==> src/rtl/sorted_timer_queue_core_assert.svh <==
// Assertion macros used by the sorted timer queue core.
`ifndef SORTED_TIMER_QUEUE_CORE_ASSERT_SVH
`define SORTED_TIMER_QUEUE_CORE_ASSERT_SVH

// The consequent must hold in the same cycle as the antecedent.
`define STQ_ASSERT_IMPLY(label, clk, rst_n, ante, cons) \
    label: assert property (@(posedge clk) disable iff (!rst_n) (ante) |-> (cons)) \
        else $error("assertion failed");

// The consequent must hold in the cycle after the antecedent.
`define STQ_ASSERT_NEXT(label, clk, rst_n, ante, cons) \
    label: assert property (@(posedge clk) disable iff (!rst_n) (ante) |=> (cons)) \
        else $error("assertion failed");

`endif

==> src/rtl/stq_pkg.sv <==
`timescale 1ns / 1ps
// ----------------------------------------------------------------------------
// Sorted timer queue package
// Operation, result and slot mode codes used by the timer queue core and its testbench.
// ----------------------------------------------------------------------------
package stq_pkg;

    typedef enum logic [2:0] {
        OP_ALLOC = 3'd0,
        OP_FREE  = 3'd1,
        OP_BIND  = 3'd2,
        OP_ARM   = 3'd3,
        OP_TICK  = 3'd4
    } op_t;

    typedef enum logic [1:0] {
        KIND_ACK    = 2'd0,
        KIND_FIRED  = 2'd1,
        KIND_FULL   = 2'd2,
        KIND_REJECT = 2'd3
    } kind_t;

    typedef enum logic [1:0] {
        MODE_UNUSED = 2'd0,
        MODE_IDLE   = 2'd1,
        MODE_ARMED  = 2'd2
    } mode_t;

    localparam logic [31:0] ALL_ONES = 32'hffff_ffff;
    localparam int MAX_RESULTS = 32;

endpackage

==> src/rtl/stq_ram.sv <==
`timescale 1ns / 1ps
// ----------------------------------------------------------------------------
// Timer queue RAM
// Single write port, single read port, registered read data.
// ----------------------------------------------------------------------------
module stq_ram #(
    parameter int WIDTH = 8,
    parameter int DEPTH = 32
) (
    input  logic                                      clk,
    input  logic                                      we,
    input  logic [((DEPTH > 1) ? $clog2(DEPTH) : 1)-1:0] waddr,
    input  logic [WIDTH-1:0]                          wdata,
    input  logic [((DEPTH > 1) ? $clog2(DEPTH) : 1)-1:0] raddr,
    output logic [WIDTH-1:0]                          rdata
);

    logic [WIDTH-1:0] mem [DEPTH];

    always_ff @(posedge clk)
    begin
        if (we)
        begin
            mem[waddr] <= wdata;
        end
        rdata <= mem[raddr];
    end

endmodule

==> src/rtl/sorted_timer_queue_core.sv <==
`timescale 1ns / 1ps
// ----------------------------------------------------------------------------
// Sorted timer queue core
// Pool of timer slots with a deadline-sorted list of armed slots.
// ----------------------------------------------------------------------------
// Channel   Direction  Handshake               Payload
// command   in         start, busy             op, slot, channel, tag, timeout
// result    out        result_strobe (1 cycle) kind, slot_index, channel_out,
//                                              tag_out, last
//
// One command is worked at a time; busy is high until its last beat is out.
// Allocate scans the slot modes, one slot a cycle. Arm walks the list from
// the tail, moving each entry whose deadline is not earlier one place back;
// free walks the whole list and closes the gap. A tick fires due slots from
// the head, then compacts the remaining entries; the list RAM has a single
// read port. Reset clears the slot modes and the control registers at once;
// the RAM contents are left as they are.
// ----------------------------------------------------------------------------
`include "sorted_timer_queue_core_assert.svh"

module sorted_timer_queue_core #(
    parameter int TIMER_SLOTS = 32
) (
    input  logic        clk,
    input  logic        rst_n,
    input  logic        start,
    output logic        busy,
    input  logic [2:0]  op,
    input  logic [4:0]  slot,
    input  logic [3:0]  channel,
    input  logic [7:0]  tag,
    input  logic [31:0] timeout,
    output logic        result_strobe,
    output logic [1:0]  kind,
    output logic [4:0]  slot_index,
    output logic [3:0]  channel_out,
    output logic [7:0]  tag_out,
    output logic        last
);

    localparam int SW = (TIMER_SLOTS > 1) ? $clog2(TIMER_SLOTS) : 1;
    localparam int CW = $clog2(TIMER_SLOTS + 1);
    localparam int FIRE_MAX = (TIMER_SLOTS < stq_pkg::MAX_RESULTS) ?
                              TIMER_SLOTS : stq_pkg::MAX_RESULTS;

    typedef enum logic [3:0] {
        S_IDLE, S_ALLOC, S_UNQ_A, S_UNQ_B, S_REF_A, S_REF_B, S_REF_C,
        S_ENQ_A, S_ENQ_B, S_ENQ_C, S_TK_A, S_TK_B, S_TK_C, S_TK_END,
        S_CP_A, S_CP_B
    } state_t;

    state_t          state_reg, state_next;
    logic [CW-1:0]   idx_reg, idx_next;
    logic [CW-1:0]   cnt_reg, cnt_next;
    logic [CW-1:0]   fired_reg, fired_next;
    logic [31:0]     tick_reg, tick_next;
    logic [31:0]     nxt_reg, nxt_next;
    logic [4:0]      slot_reg, slot_next;
    logic [31:0]     dl_new_reg, dl_new_next;
    logic [SW-1:0]   cur_reg, cur_next;
    logic            found_reg, found_next;
    logic            pend_valid_reg, pend_valid_next;
    logic [1:0]      pend_kind_reg, pend_kind_next;
    logic [4:0]      pend_slot_reg, pend_slot_next;
    logic [3:0]      pend_ch_reg, pend_ch_next;
    logic [7:0]      pend_tag_reg, pend_tag_next;
    logic            strobe_reg, strobe_next;
    logic [1:0]      kind_reg, kind_next;
    logic [4:0]      sidx_reg, sidx_next;
    logic [3:0]      ch_reg, ch_next;
    logic [7:0]      tag_reg, tag_next;
    logic            last_reg, last_next;
    logic [1:0]      mode_reg [TIMER_SLOTS];

    logic            mode_we;
    logic [SW-1:0]   mode_wa;
    logic [1:0]      mode_wd;
    logic [SW-1:0]   mode_ra;
    logic [1:0]      mode_q;

    logic            ord_we;
    logic [SW-1:0]   ord_wa, ord_wd, ord_ra, ord_q;
    logic            dl_we;
    logic [SW-1:0]   dl_wa;
    logic [31:0]     dl_wd, dl_q;
    logic [SW-1:0]   slot_ra;
    logic            meta_we;
    logic [SW-1:0]   meta_wa;
    logic [11:0]     meta_wd, meta_q;

    logic            accept;
    logic            in_ok;
    logic [SW-1:0]   in_idx;
    logic [SW-1:0]   s_idx;
    logic [31:0]     tick_inc;
    logic [CW-1:0]   cp_pos;

    stq_ram #(.WIDTH(SW), .DEPTH(TIMER_SLOTS)) u_order (
        .clk(clk), .we(ord_we), .waddr(ord_wa), .wdata(ord_wd),
        .raddr(ord_ra), .rdata(ord_q)
    );

    stq_ram #(.WIDTH(32), .DEPTH(TIMER_SLOTS)) u_deadline (
        .clk(clk), .we(dl_we), .waddr(dl_wa), .wdata(dl_wd),
        .raddr(slot_ra), .rdata(dl_q)
    );

    stq_ram #(.WIDTH(12), .DEPTH(TIMER_SLOTS)) u_meta (
        .clk(clk), .we(meta_we), .waddr(meta_wa), .wdata(meta_wd),
        .raddr(slot_ra), .rdata(meta_q)
    );

    assign busy          = (state_reg != S_IDLE);
    assign accept        = start && !busy;
    assign in_ok         = (32'(slot) < TIMER_SLOTS);
    assign in_idx        = SW'(slot);
    assign s_idx         = SW'(slot_reg);
    assign tick_inc      = tick_reg + 32'd1;
    assign cp_pos        = idx_reg + fired_reg;
    assign mode_ra       = (state_reg == S_IDLE) ? in_idx : idx_reg[SW-1:0];
    assign mode_q        = mode_reg[mode_ra];
    assign result_strobe = strobe_reg;
    assign kind          = kind_reg;
    assign slot_index    = sidx_reg;
    assign channel_out   = ch_reg;
    assign tag_out       = tag_reg;
    assign last          = last_reg;

    always_comb
    begin
        state_next      = state_reg;
        idx_next        = idx_reg;
        cnt_next        = cnt_reg;
        fired_next      = fired_reg;
        tick_next       = tick_reg;
        nxt_next        = nxt_reg;
        slot_next       = slot_reg;
        dl_new_next     = dl_new_reg;
        cur_next        = cur_reg;
        found_next      = found_reg;
        pend_valid_next = pend_valid_reg;
        pend_kind_next  = pend_kind_reg;
        pend_slot_next  = pend_slot_reg;
        pend_ch_next    = pend_ch_reg;
        pend_tag_next   = pend_tag_reg;
        strobe_next     = 1'b0;
        kind_next       = kind_reg;
        sidx_next       = sidx_reg;
        ch_next         = ch_reg;
        tag_next        = tag_reg;
        last_next       = last_reg;
        mode_we         = 1'b0;
        mode_wa         = mode_ra;
        mode_wd         = stq_pkg::MODE_UNUSED;
        ord_we          = 1'b0;
        ord_wa          = idx_reg[SW-1:0];
        ord_wd          = s_idx;
        ord_ra          = idx_reg[SW-1:0];
        dl_we           = 1'b0;
        dl_wa           = in_idx;
        dl_wd           = timeout + tick_reg;
        slot_ra         = ord_q;
        meta_we         = 1'b0;
        meta_wa         = in_idx;
        meta_wd         = {channel, tag};

        unique case (state_reg)
            S_IDLE:
            begin
                if (accept)
                begin
                    slot_next      = slot;
                    pend_kind_next = stq_pkg::KIND_ACK;
                    pend_slot_next = slot;
                    pend_ch_next   = 4'd0;
                    pend_tag_next  = 8'd0;
                    strobe_next    = 1'b1;
                    kind_next      = stq_pkg::KIND_ACK;
                    sidx_next      = slot;
                    ch_next        = 4'd0;
                    tag_next       = 8'd0;
                    last_next      = 1'b1;
                    unique case (op)
                        stq_pkg::OP_ALLOC:
                        begin
                            strobe_next = 1'b0;
                            idx_next    = '0;
                            state_next  = S_ALLOC;
                        end
                        stq_pkg::OP_FREE:
                        begin
                            if (in_ok)
                            begin
                                mode_we = 1'b1;
                                mode_wd = stq_pkg::MODE_UNUSED;
                                if (mode_q == stq_pkg::MODE_ARMED)
                                begin
                                    strobe_next = 1'b0;
                                    idx_next    = '0;
                                    found_next  = 1'b0;
                                    state_next  = S_UNQ_A;
                                end
                            end
                        end
                        stq_pkg::OP_BIND:
                        begin
                            meta_we = in_ok;
                        end
                        stq_pkg::OP_ARM:
                        begin
                            if (!in_ok || mode_q != stq_pkg::MODE_IDLE)
                            begin
                                kind_next = stq_pkg::KIND_REJECT;
                            end
                            else
                            begin
                                strobe_next = 1'b0;
                                dl_we       = 1'b1;
                                mode_we     = 1'b1;
                                mode_wd     = stq_pkg::MODE_ARMED;
                                dl_new_next = dl_wd;
                                idx_next    = cnt_reg;
                                state_next  = S_ENQ_A;
                            end
                        end
                        stq_pkg::OP_TICK:
                        begin
                            tick_next      = tick_inc;
                            sidx_next      = 5'd0;
                            pend_slot_next = 5'd0;
                            if (nxt_reg <= tick_inc)
                            begin
                                strobe_next     = 1'b0;
                                pend_valid_next = 1'b0;
                                idx_next        = '0;
                                state_next      = S_TK_A;
                            end
                        end
                        default:
                        begin
                        end
                    endcase
                end
            end
            S_ALLOC:
            begin
                strobe_next = 1'b1;
                last_next   = 1'b1;
                ch_next     = 4'd0;
                tag_next    = 8'd0;
                if (mode_q == stq_pkg::MODE_UNUSED)
                begin
                    mode_we    = 1'b1;
                    mode_wd    = stq_pkg::MODE_IDLE;
                    kind_next  = stq_pkg::KIND_ACK;
                    sidx_next  = 5'(idx_reg);
                    state_next = S_IDLE;
                end
                else if (32'(idx_reg) == TIMER_SLOTS - 1)
                begin
                    kind_next  = stq_pkg::KIND_FULL;
                    sidx_next  = 5'd0;
                    state_next = S_IDLE;
                end
                else
                begin
                    strobe_next = 1'b0;
                    idx_next    = idx_reg + 1'b1;
                end
            end
            S_UNQ_A:
            begin
                state_next = S_UNQ_B;
            end
            S_UNQ_B:
            begin
                if (found_reg)
                begin
                    ord_we = 1'b1;
                    ord_wa = SW'(idx_reg - 1'b1);
                    ord_wd = ord_q;
                end
                found_next = found_reg || (ord_q == s_idx);
                if (idx_reg == cnt_reg - 1'b1)
                begin
                    if (found_next)
                    begin
                        cnt_next = cnt_reg - 1'b1;
                    end
                    state_next = S_REF_A;
                end
                else
                begin
                    idx_next   = idx_reg + 1'b1;
                    state_next = S_UNQ_A;
                end
            end
            S_REF_A:
            begin
                ord_ra = '0;
                if (cnt_reg == '0)
                begin
                    nxt_next    = stq_pkg::ALL_ONES;
                    strobe_next = 1'b1;
                    kind_next   = pend_kind_reg;
                    sidx_next   = pend_slot_reg;
                    ch_next     = pend_ch_reg;
                    tag_next    = pend_tag_reg;
                    last_next   = 1'b1;
                    state_next  = S_IDLE;
                end
                else
                begin
                    state_next = S_REF_B;
                end
            end
            S_REF_B:
            begin
                state_next = S_REF_C;
            end
            S_REF_C:
            begin
                nxt_next    = dl_q;
                strobe_next = 1'b1;
                kind_next   = pend_kind_reg;
                sidx_next   = pend_slot_reg;
                ch_next     = pend_ch_reg;
                tag_next    = pend_tag_reg;
                last_next   = 1'b1;
                state_next  = S_IDLE;
            end
            S_ENQ_A:
            begin
                ord_ra = SW'(idx_reg - 1'b1);
                if (idx_reg == '0)
                begin
                    ord_we      = 1'b1;
                    ord_wa      = '0;
                    nxt_next    = dl_new_reg;
                    cnt_next    = cnt_reg + 1'b1;
                    strobe_next = 1'b1;
                    state_next  = S_IDLE;
                end
                else
                begin
                    state_next = S_ENQ_B;
                end
            end
            S_ENQ_B:
            begin
                cur_next   = ord_q;
                state_next = S_ENQ_C;
            end
            S_ENQ_C:
            begin
                ord_we = 1'b1;
                if (dl_q >= dl_new_reg)
                begin
                    ord_wd     = cur_reg;
                    idx_next   = idx_reg - 1'b1;
                    state_next = S_ENQ_A;
                end
                else
                begin
                    cnt_next    = cnt_reg + 1'b1;
                    strobe_next = 1'b1;
                    state_next  = S_IDLE;
                end
            end
            S_TK_A:
            begin
                if (idx_reg == cnt_reg || idx_reg == CW'(FIRE_MAX))
                begin
                    state_next = S_TK_END;
                end
                else
                begin
                    state_next = S_TK_B;
                end
            end
            S_TK_B:
            begin
                cur_next   = ord_q;
                state_next = S_TK_C;
            end
            S_TK_C:
            begin
                slot_ra = cur_reg;
                if (dl_q > tick_reg)
                begin
                    state_next = S_TK_END;
                end
                else
                begin
                    mode_we         = 1'b1;
                    mode_wa         = cur_reg;
                    mode_wd         = stq_pkg::MODE_IDLE;
                    strobe_next     = pend_valid_reg;
                    kind_next       = pend_kind_reg;
                    sidx_next       = pend_slot_reg;
                    ch_next         = pend_ch_reg;
                    tag_next        = pend_tag_reg;
                    last_next       = 1'b0;
                    pend_valid_next = 1'b1;
                    pend_kind_next  = stq_pkg::KIND_FIRED;
                    pend_slot_next  = 5'(cur_reg);
                    pend_ch_next    = meta_q[11:8];
                    pend_tag_next   = meta_q[7:0];
                    idx_next        = idx_reg + 1'b1;
                    state_next      = S_TK_A;
                end
            end
            S_TK_END:
            begin
                fired_next = idx_reg;
                cnt_next   = cnt_reg - idx_reg;
                idx_next   = '0;
                state_next = S_CP_A;
            end
            S_CP_A:
            begin
                ord_ra = cp_pos[SW-1:0];
                if (idx_reg == cnt_reg)
                begin
                    state_next = S_REF_A;
                end
                else
                begin
                    state_next = S_CP_B;
                end
            end
            S_CP_B:
            begin
                ord_we     = 1'b1;
                ord_wd     = ord_q;
                idx_next   = idx_reg + 1'b1;
                state_next = S_CP_A;
            end
            default:
            begin
                state_next = S_IDLE;
            end
        endcase
    end

    always_ff @(posedge clk or negedge rst_n)
    begin
        if (!rst_n)
        begin
            state_reg      <= S_IDLE;
            idx_reg        <= '0;
            cnt_reg        <= '0;
            fired_reg      <= '0;
            tick_reg       <= '0;
            nxt_reg        <= stq_pkg::ALL_ONES;
            found_reg      <= 1'b0;
            pend_valid_reg <= 1'b0;
            strobe_reg     <= 1'b0;
            for (int i = 0; i < TIMER_SLOTS; i++)
            begin
                mode_reg[i] <= stq_pkg::MODE_UNUSED;
            end
        end
        else
        begin
            state_reg      <= state_next;
            idx_reg        <= idx_next;
            cnt_reg        <= cnt_next;
            fired_reg      <= fired_next;
            tick_reg       <= tick_next;
            nxt_reg        <= nxt_next;
            found_reg      <= found_next;
            pend_valid_reg <= pend_valid_next;
            strobe_reg     <= strobe_next;
            if (mode_we)
            begin
                mode_reg[mode_wa] <= mode_wd;
            end
        end
    end

    always_ff @(posedge clk)
    begin
        slot_reg      <= slot_next;
        dl_new_reg    <= dl_new_next;
        cur_reg       <= cur_next;
        pend_kind_reg <= pend_kind_next;
        pend_slot_reg <= pend_slot_next;
        pend_ch_reg   <= pend_ch_next;
        pend_tag_reg  <= pend_tag_next;
        kind_reg      <= kind_next;
        sidx_reg      <= sidx_next;
        ch_reg        <= ch_next;
        tag_reg       <= tag_next;
        last_reg      <= last_next;
    end

    `STQ_ASSERT_IMPLY(a_cnt_range, clk, rst_n, 1'b1, 32'(cnt_reg) <= TIMER_SLOTS)
    `STQ_ASSERT_IMPLY(a_more_beats, clk, rst_n, strobe_reg && !last_reg, busy)
    `STQ_ASSERT_IMPLY(a_empty_next, clk, rst_n, !busy && cnt_reg == '0,
                      nxt_reg == stq_pkg::ALL_ONES)
    `STQ_ASSERT_NEXT(a_accept_busy, clk, rst_n, accept && op == stq_pkg::OP_ALLOC,
                     busy)

endmodule

==> config.mk <==
export PLATFORM = sky130hd
export DESIGN_NAME = sorted_timer_queue_core
export DESIGN_NICKNAME = d
export VERILOG_FILES = /design/src/rtl/stq_pkg.sv /design/src/rtl/stq_ram.sv /design/src/rtl/sorted_timer_queue_core.sv
export VERILOG_INCLUDE_DIRS = /design/src /design/src/rtl
export SDC_FILE = /design/constraint.sdc
export NUM_CORES = 2
export LEC_CHECK = 0
export ABC_AREA = 1
export BUFFER_PORTS_ARGS = -buffer_cell sky130_fd_sc_hd__buf_2
export CAP_MARGIN = 20
export CORE_ASPECT_RATIO = 0.5
export CORE_MARGIN = 4
export CORE_UTILIZATION = 30
export CTS_CLUSTER_DIAMETER = 60
export DETAILED_ROUTE_END_ITERATION = 10
export GPL_ROUTABILITY_DRIVEN = 0
export PLACE_DENSITY_LB_ADDON = 0.1
export SLEW_MARGIN = 0
export SYNTH_ARGS = -nofsm -noshare
export SYNTH_HDL_FRONTEND = slang
export SYNTH_HIERARCHICAL = 1
export SYNTH_SLANG_ARGS = --single-unit
==> constraint.sdc <==
create_clock -name clk -period 10 [get_ports clk]
set_clock_uncertainty 0.2 [all_clocks]
set_input_delay 2.5 -clock clk [delete_from_list [all_inputs] [get_ports clk]]
set_output_delay 2.5 -clock clk [all_outputs]
set_load 0.005 [all_outputs]
==> impl_results.md <==
- Status: finished, final reports clean
- CP peak stage delay: 0.85 ns
- Endpoints failing setup: 0
- Core area: between 200,000 and 300,000 µm²
- Period minus WS final: 7.10 ns
- Fillers: 27.5k
- Max FFs per register: 1,024
- Post-synth ARST share: 8.22%
- Multi-input logic area: 24,300 µm²
- Synth Flop Type: edfxtp_1
- Num ports: just under 80
- Register area: 54,300 µm²
- Max rail drop VDD: 192 µV
- Met1 Resource Use GR: 29.0%
- Critical-path top delay cell: nor2_4
- Area Growth Syn to Fin: 13.0%
- Initial Util: 30.2%
- First-pass GRT wire length: ~390,000 µm
- Max-slew headroom: 16.7%
- #FFs+latches synth: 1,849
- FF-to-FF setup slack: 4.15 ns
- Postcts setup bufs: 0
- Worst-path maximum fanout: 29
- Tot GR Track Use: 18.7%
- Total power: 0.0304 W
- Slew Limit Fails: 0
- Drt wl/cell: about 24 µm
- Worst reg-to-reg path cell count: 15
- CTS buffer count: 195
- Detail Route Antenna Nets: 0
- Ys Warns: 6
- Post-synth EDFFs: about 1.6k
- Reg clk slew, reported paths: 0.06 ns
- Post-Synthesis Cells: 7,642
- Worst hold slack: between 0.2 and 0.3 ns
- Global Route met2 Usage: 27.7%
- Critical path buffers and inverters: 4
- P_leak: around 35 nW
- Layout cells sized above 1: 8.50%
- Post-layout nets: 7,886
- Vias in the first global route: 53.8k
- Clock Latency Late Sink: 0.85 ns
- Port Buffers: 76
- DRC: 0
- Worst reg2reg path endpoint: u_deadline/mem[24][19]$_DFFE_PP_
- Routed vias/inst: ~4.9
- Post_cts resized: 0
- Largest net degree at the start of global routing: 169
- Synth Area per Inst: ~11 µm²
- Total of max-cap violations: 0
- CP startpoint: slot[0]
- Endpoints failing hold: 0
- FP Rows: roughly 140
- Worst-margin pin slew: 1.25 ns
- First DRT Iteration DRCs: 5,014
- Cell area power density: 330 nW/µm²
- Worst Path Required: 10.25 ns
- Stages on worst setup path: 16
- Most common cell on crit path: nand3_1
- Critical path class: input pin to flip-flop
- Worst setup EP type: flip-flop
- Synthesized area: slightly above 80,000 µm²
- TritonCTS clock tree: yes
- Sequential share of the synthesized area: between 60% and 70%
- Worst hold path class: flip-flop to flip-flop
- Top Registers: u_deadline/mem x1024, u_meta/mem x384, u_order/mem x160
- Crit start category: input pin
- GRT busiest layer: met1
- Worst path arrival time: 7.35 ns
- Die width: 746 µm
- Initial antenna violation count: 30
- R2r startpoint: idx_reg[0]$_DFFE_PN0P_
- Min-delay src: mode_reg[13]$_DFFE_PN0P_
- Cells along the critical path: buf_2, inv_1, nand3_1, nand2_1, nand2_1, nand3_1, nand3_1, nand3_1, nand3_1, nand2_1, nand2_2, nor3_2, buf_4, nand3_1, nor2_4, buf_4
- End point of the critical path: u_deadline/mem[24][19]$_DFFE_PP_
- Worst Hold Depth: 2
- GRT overflow: 0
- Pre-antenna DRT Iters: 5
- Clock sinks: ~1.8k
- Max Root-Sink Buffers: 4
- GR Util met3: 2.85%
- Synth cell types: 66
- Vias: 56.1k
- Syn Nets: 7,841
- Setup TNS: 0 ns
- CP top delay family: simple AND/OR/NAND/NOR gates
- FMAX: 0.141 GHz
- RSZ-0062 raised after global routing: no
- H-tree depth: 4
- Die Span Y: 377 µm
- Fin crit share: 71.0%
- Final wirelength: 270,000 µm
- DP HPWL: 168,000 µm
- CTS Root Cell: clkbuf_16
- Post-CTS Hold Buffers: 0
- DIE AREA: approximately 280,000 µm²
- Top reg by flops: u_deadline/mem
## worst reg2reg max path: stages (launching register included)
cell and delay, ns:
dfrtp_1 0.57, inv_2 0.30, nand2_1 0.23, nand2_1 0.71, nand2_1 0.12, nand3_1 0.12, nand3_1 0.09, nand3_1 0.12
nand3_1 0.09, nand2_1 0.20, nand2_2 0.15, nor3_2 0.12, buf_4 0.28, nand3_1 0.83, nor2_4 0.87, buf_4 0.45
## synthesized netlist by cell type (3+ instances only)
master	number	area, µm²
a31oi_1	4	25.0
nand4_1	36	225
buf_4	57	428
buf_6	85	957
dfrtp_1	120	3000
o221ai_1	6	52.6
nor4_1	14	87.6
o21ai_0	129	646
nand2_2	5	31.3
mux2_2	31	349
dfxtp_1	49	981
o211ai_1	47	353
nand3_1	1380	6910
a21oi_1	102	510
inv_1	288	1080
edfxtp_1	1648	49500
o21bai_1	3	22.5
ha_1	141	1760
o21a_1	10	75.1
buf_1	27	101
a211oi_1	4	30.0
o21ai_1	10	50.1
a21boi_0	3	22.5
xor2_1	52	455
fa_1	3	60.1
a21o_1	3	22.5
inv_2	9	33.8
dfstp_2	32	841
buf_2	138	691
buf_8	3	45.0
nand3b_1	7	52.6
nor2_1	275	1030
nor3_1	22	110
clkbuf_1	72	270
clkinv_1	4	15.0
or2_2	4	25.0
xnor2_1	20	175
o31ai_1	6	45.0
nand2_1	2762	10400
## layout by cell type (no fill, tap or decap), types with 7 or more instances in the layout
cell type and instances:
a21oi_1 101, buf_12 18, buf_2 75, buf_4 128, bufinv_16 16, clkbuf_1 40, clkbuf_16 196, clkinv_1 51
clkinv_2 25, clkinvlp_4 9, dfrtp_1 120, dfstp_2 32, dfxtp_1 49, edfxtp_1 1648, ha_1 141, inv_1 286
inv_6 9, mux2_2 31, nand2_1 2758, nand3_1 1380, nand3b_1 7, nand4_1 36, nor2_1 241, nor2_4 33
nor3_1 20, nor4_1 14, o211ai_1 47, o21a_1 10, o21ai_0 128, o21ai_1 10, xnor2_1 7, xnor2_2 13
xor2_1 35, xor2_2 16
## worst min-delay path by stage
stage / endpoint / slack [ns]
finish: mode_reg[13]$_DFFE_PN0P_ / 0.28
global route: mode_reg[39]$_DFFE_PN0P_ / 0.30
CTS: mode_reg[19]$_DFFE_PN0P_ / 0.28
detailed placement: mode_reg[19]$_DFFE_PN0P_ / 0.26
global placement: mode_reg[23]$_DFFE_PN0P_ / 0.27
floorplan: mode_reg[15]$_DFFE_PN0P_ / 0.23
## layout make-up
cell class	count	area share [%]
antenna	6	0.0163
clock buffer	237	5.49
clock inverter	110	1.06
inverter	304	1.30
multi-input combinational	5106	26.3
sequential	1849	58.8
tap	3630	4.92
timing repair buffer	231	2.03
## routing by layer
| layer | wire length [µm] | vias to the layer above | share of wire, % |
|---|---|---|---|
| li1 | - | 26400 | - |
| met1 | 136000 | 28100 | 50 |
| met2 | 116000 | 1294 | 43 |
| met3 | 14400 | 306 | 5.3 |
| met4 | 4350 | 2 | 1.6 |
| met5 | 13 | - | 0.0048 |
## where the power goes
| group | total (W) | switching, W | internal [W] |
|---|---|---|---|
| logic | 0.0126 | 0.00970 | 0.00293 |
| clock network | 0.00720 | 0.00318 | 0.00401 |
| registers | 0.0106 | 0.000394 | 0.0102 |
| total | 0.0304 | 0.0133 | 0.0172 |
## through the flow
| step | area (µm²) | cells | util [%] | setup slack, ns |
|---|---|---|---|---|
| 2_1_floorplan | 81700 | 7642 | - | 3.51 |
| 3_3_place_gp | 85700 | 11100 | 31.6 | 2.16 |
| 3_5_place_dp | 85900 | 11100 | 31.7 | 2.07 |
| 4_1_cts | 91900 | 11400 | 33.9 | 2.99 |
| 5_1_grt | 92300 | 11500 | 34.1 | 2.59 |
| 6_report | 92300 | 11500 | 34.1 | 2.90 |
## logic make-up (layout without fill, tap and decap cells)
| group | after synthesis | after routing | share of synthesized area, % |
|---|---|---|---|
| muxes | 32 | 32 | 0.439 |
| xor gates and xnor gates | 72 | 72 | 0.772 |
| other | 0 | 6 | 0 |
| AOI/OAI and AO/OA | 343 | 343 | 2.45 |
| adders and majority gates | 144 | 144 | 2.23 |
| and+or+nand+nor | 4515 | 4515 | 23.2 |
| buffers and inverters | 687 | 882 | 4.47 |
| DFF | 1849 | 1849 | 66.5 |
Note: power is estimated with default switching activity, not from simulation.
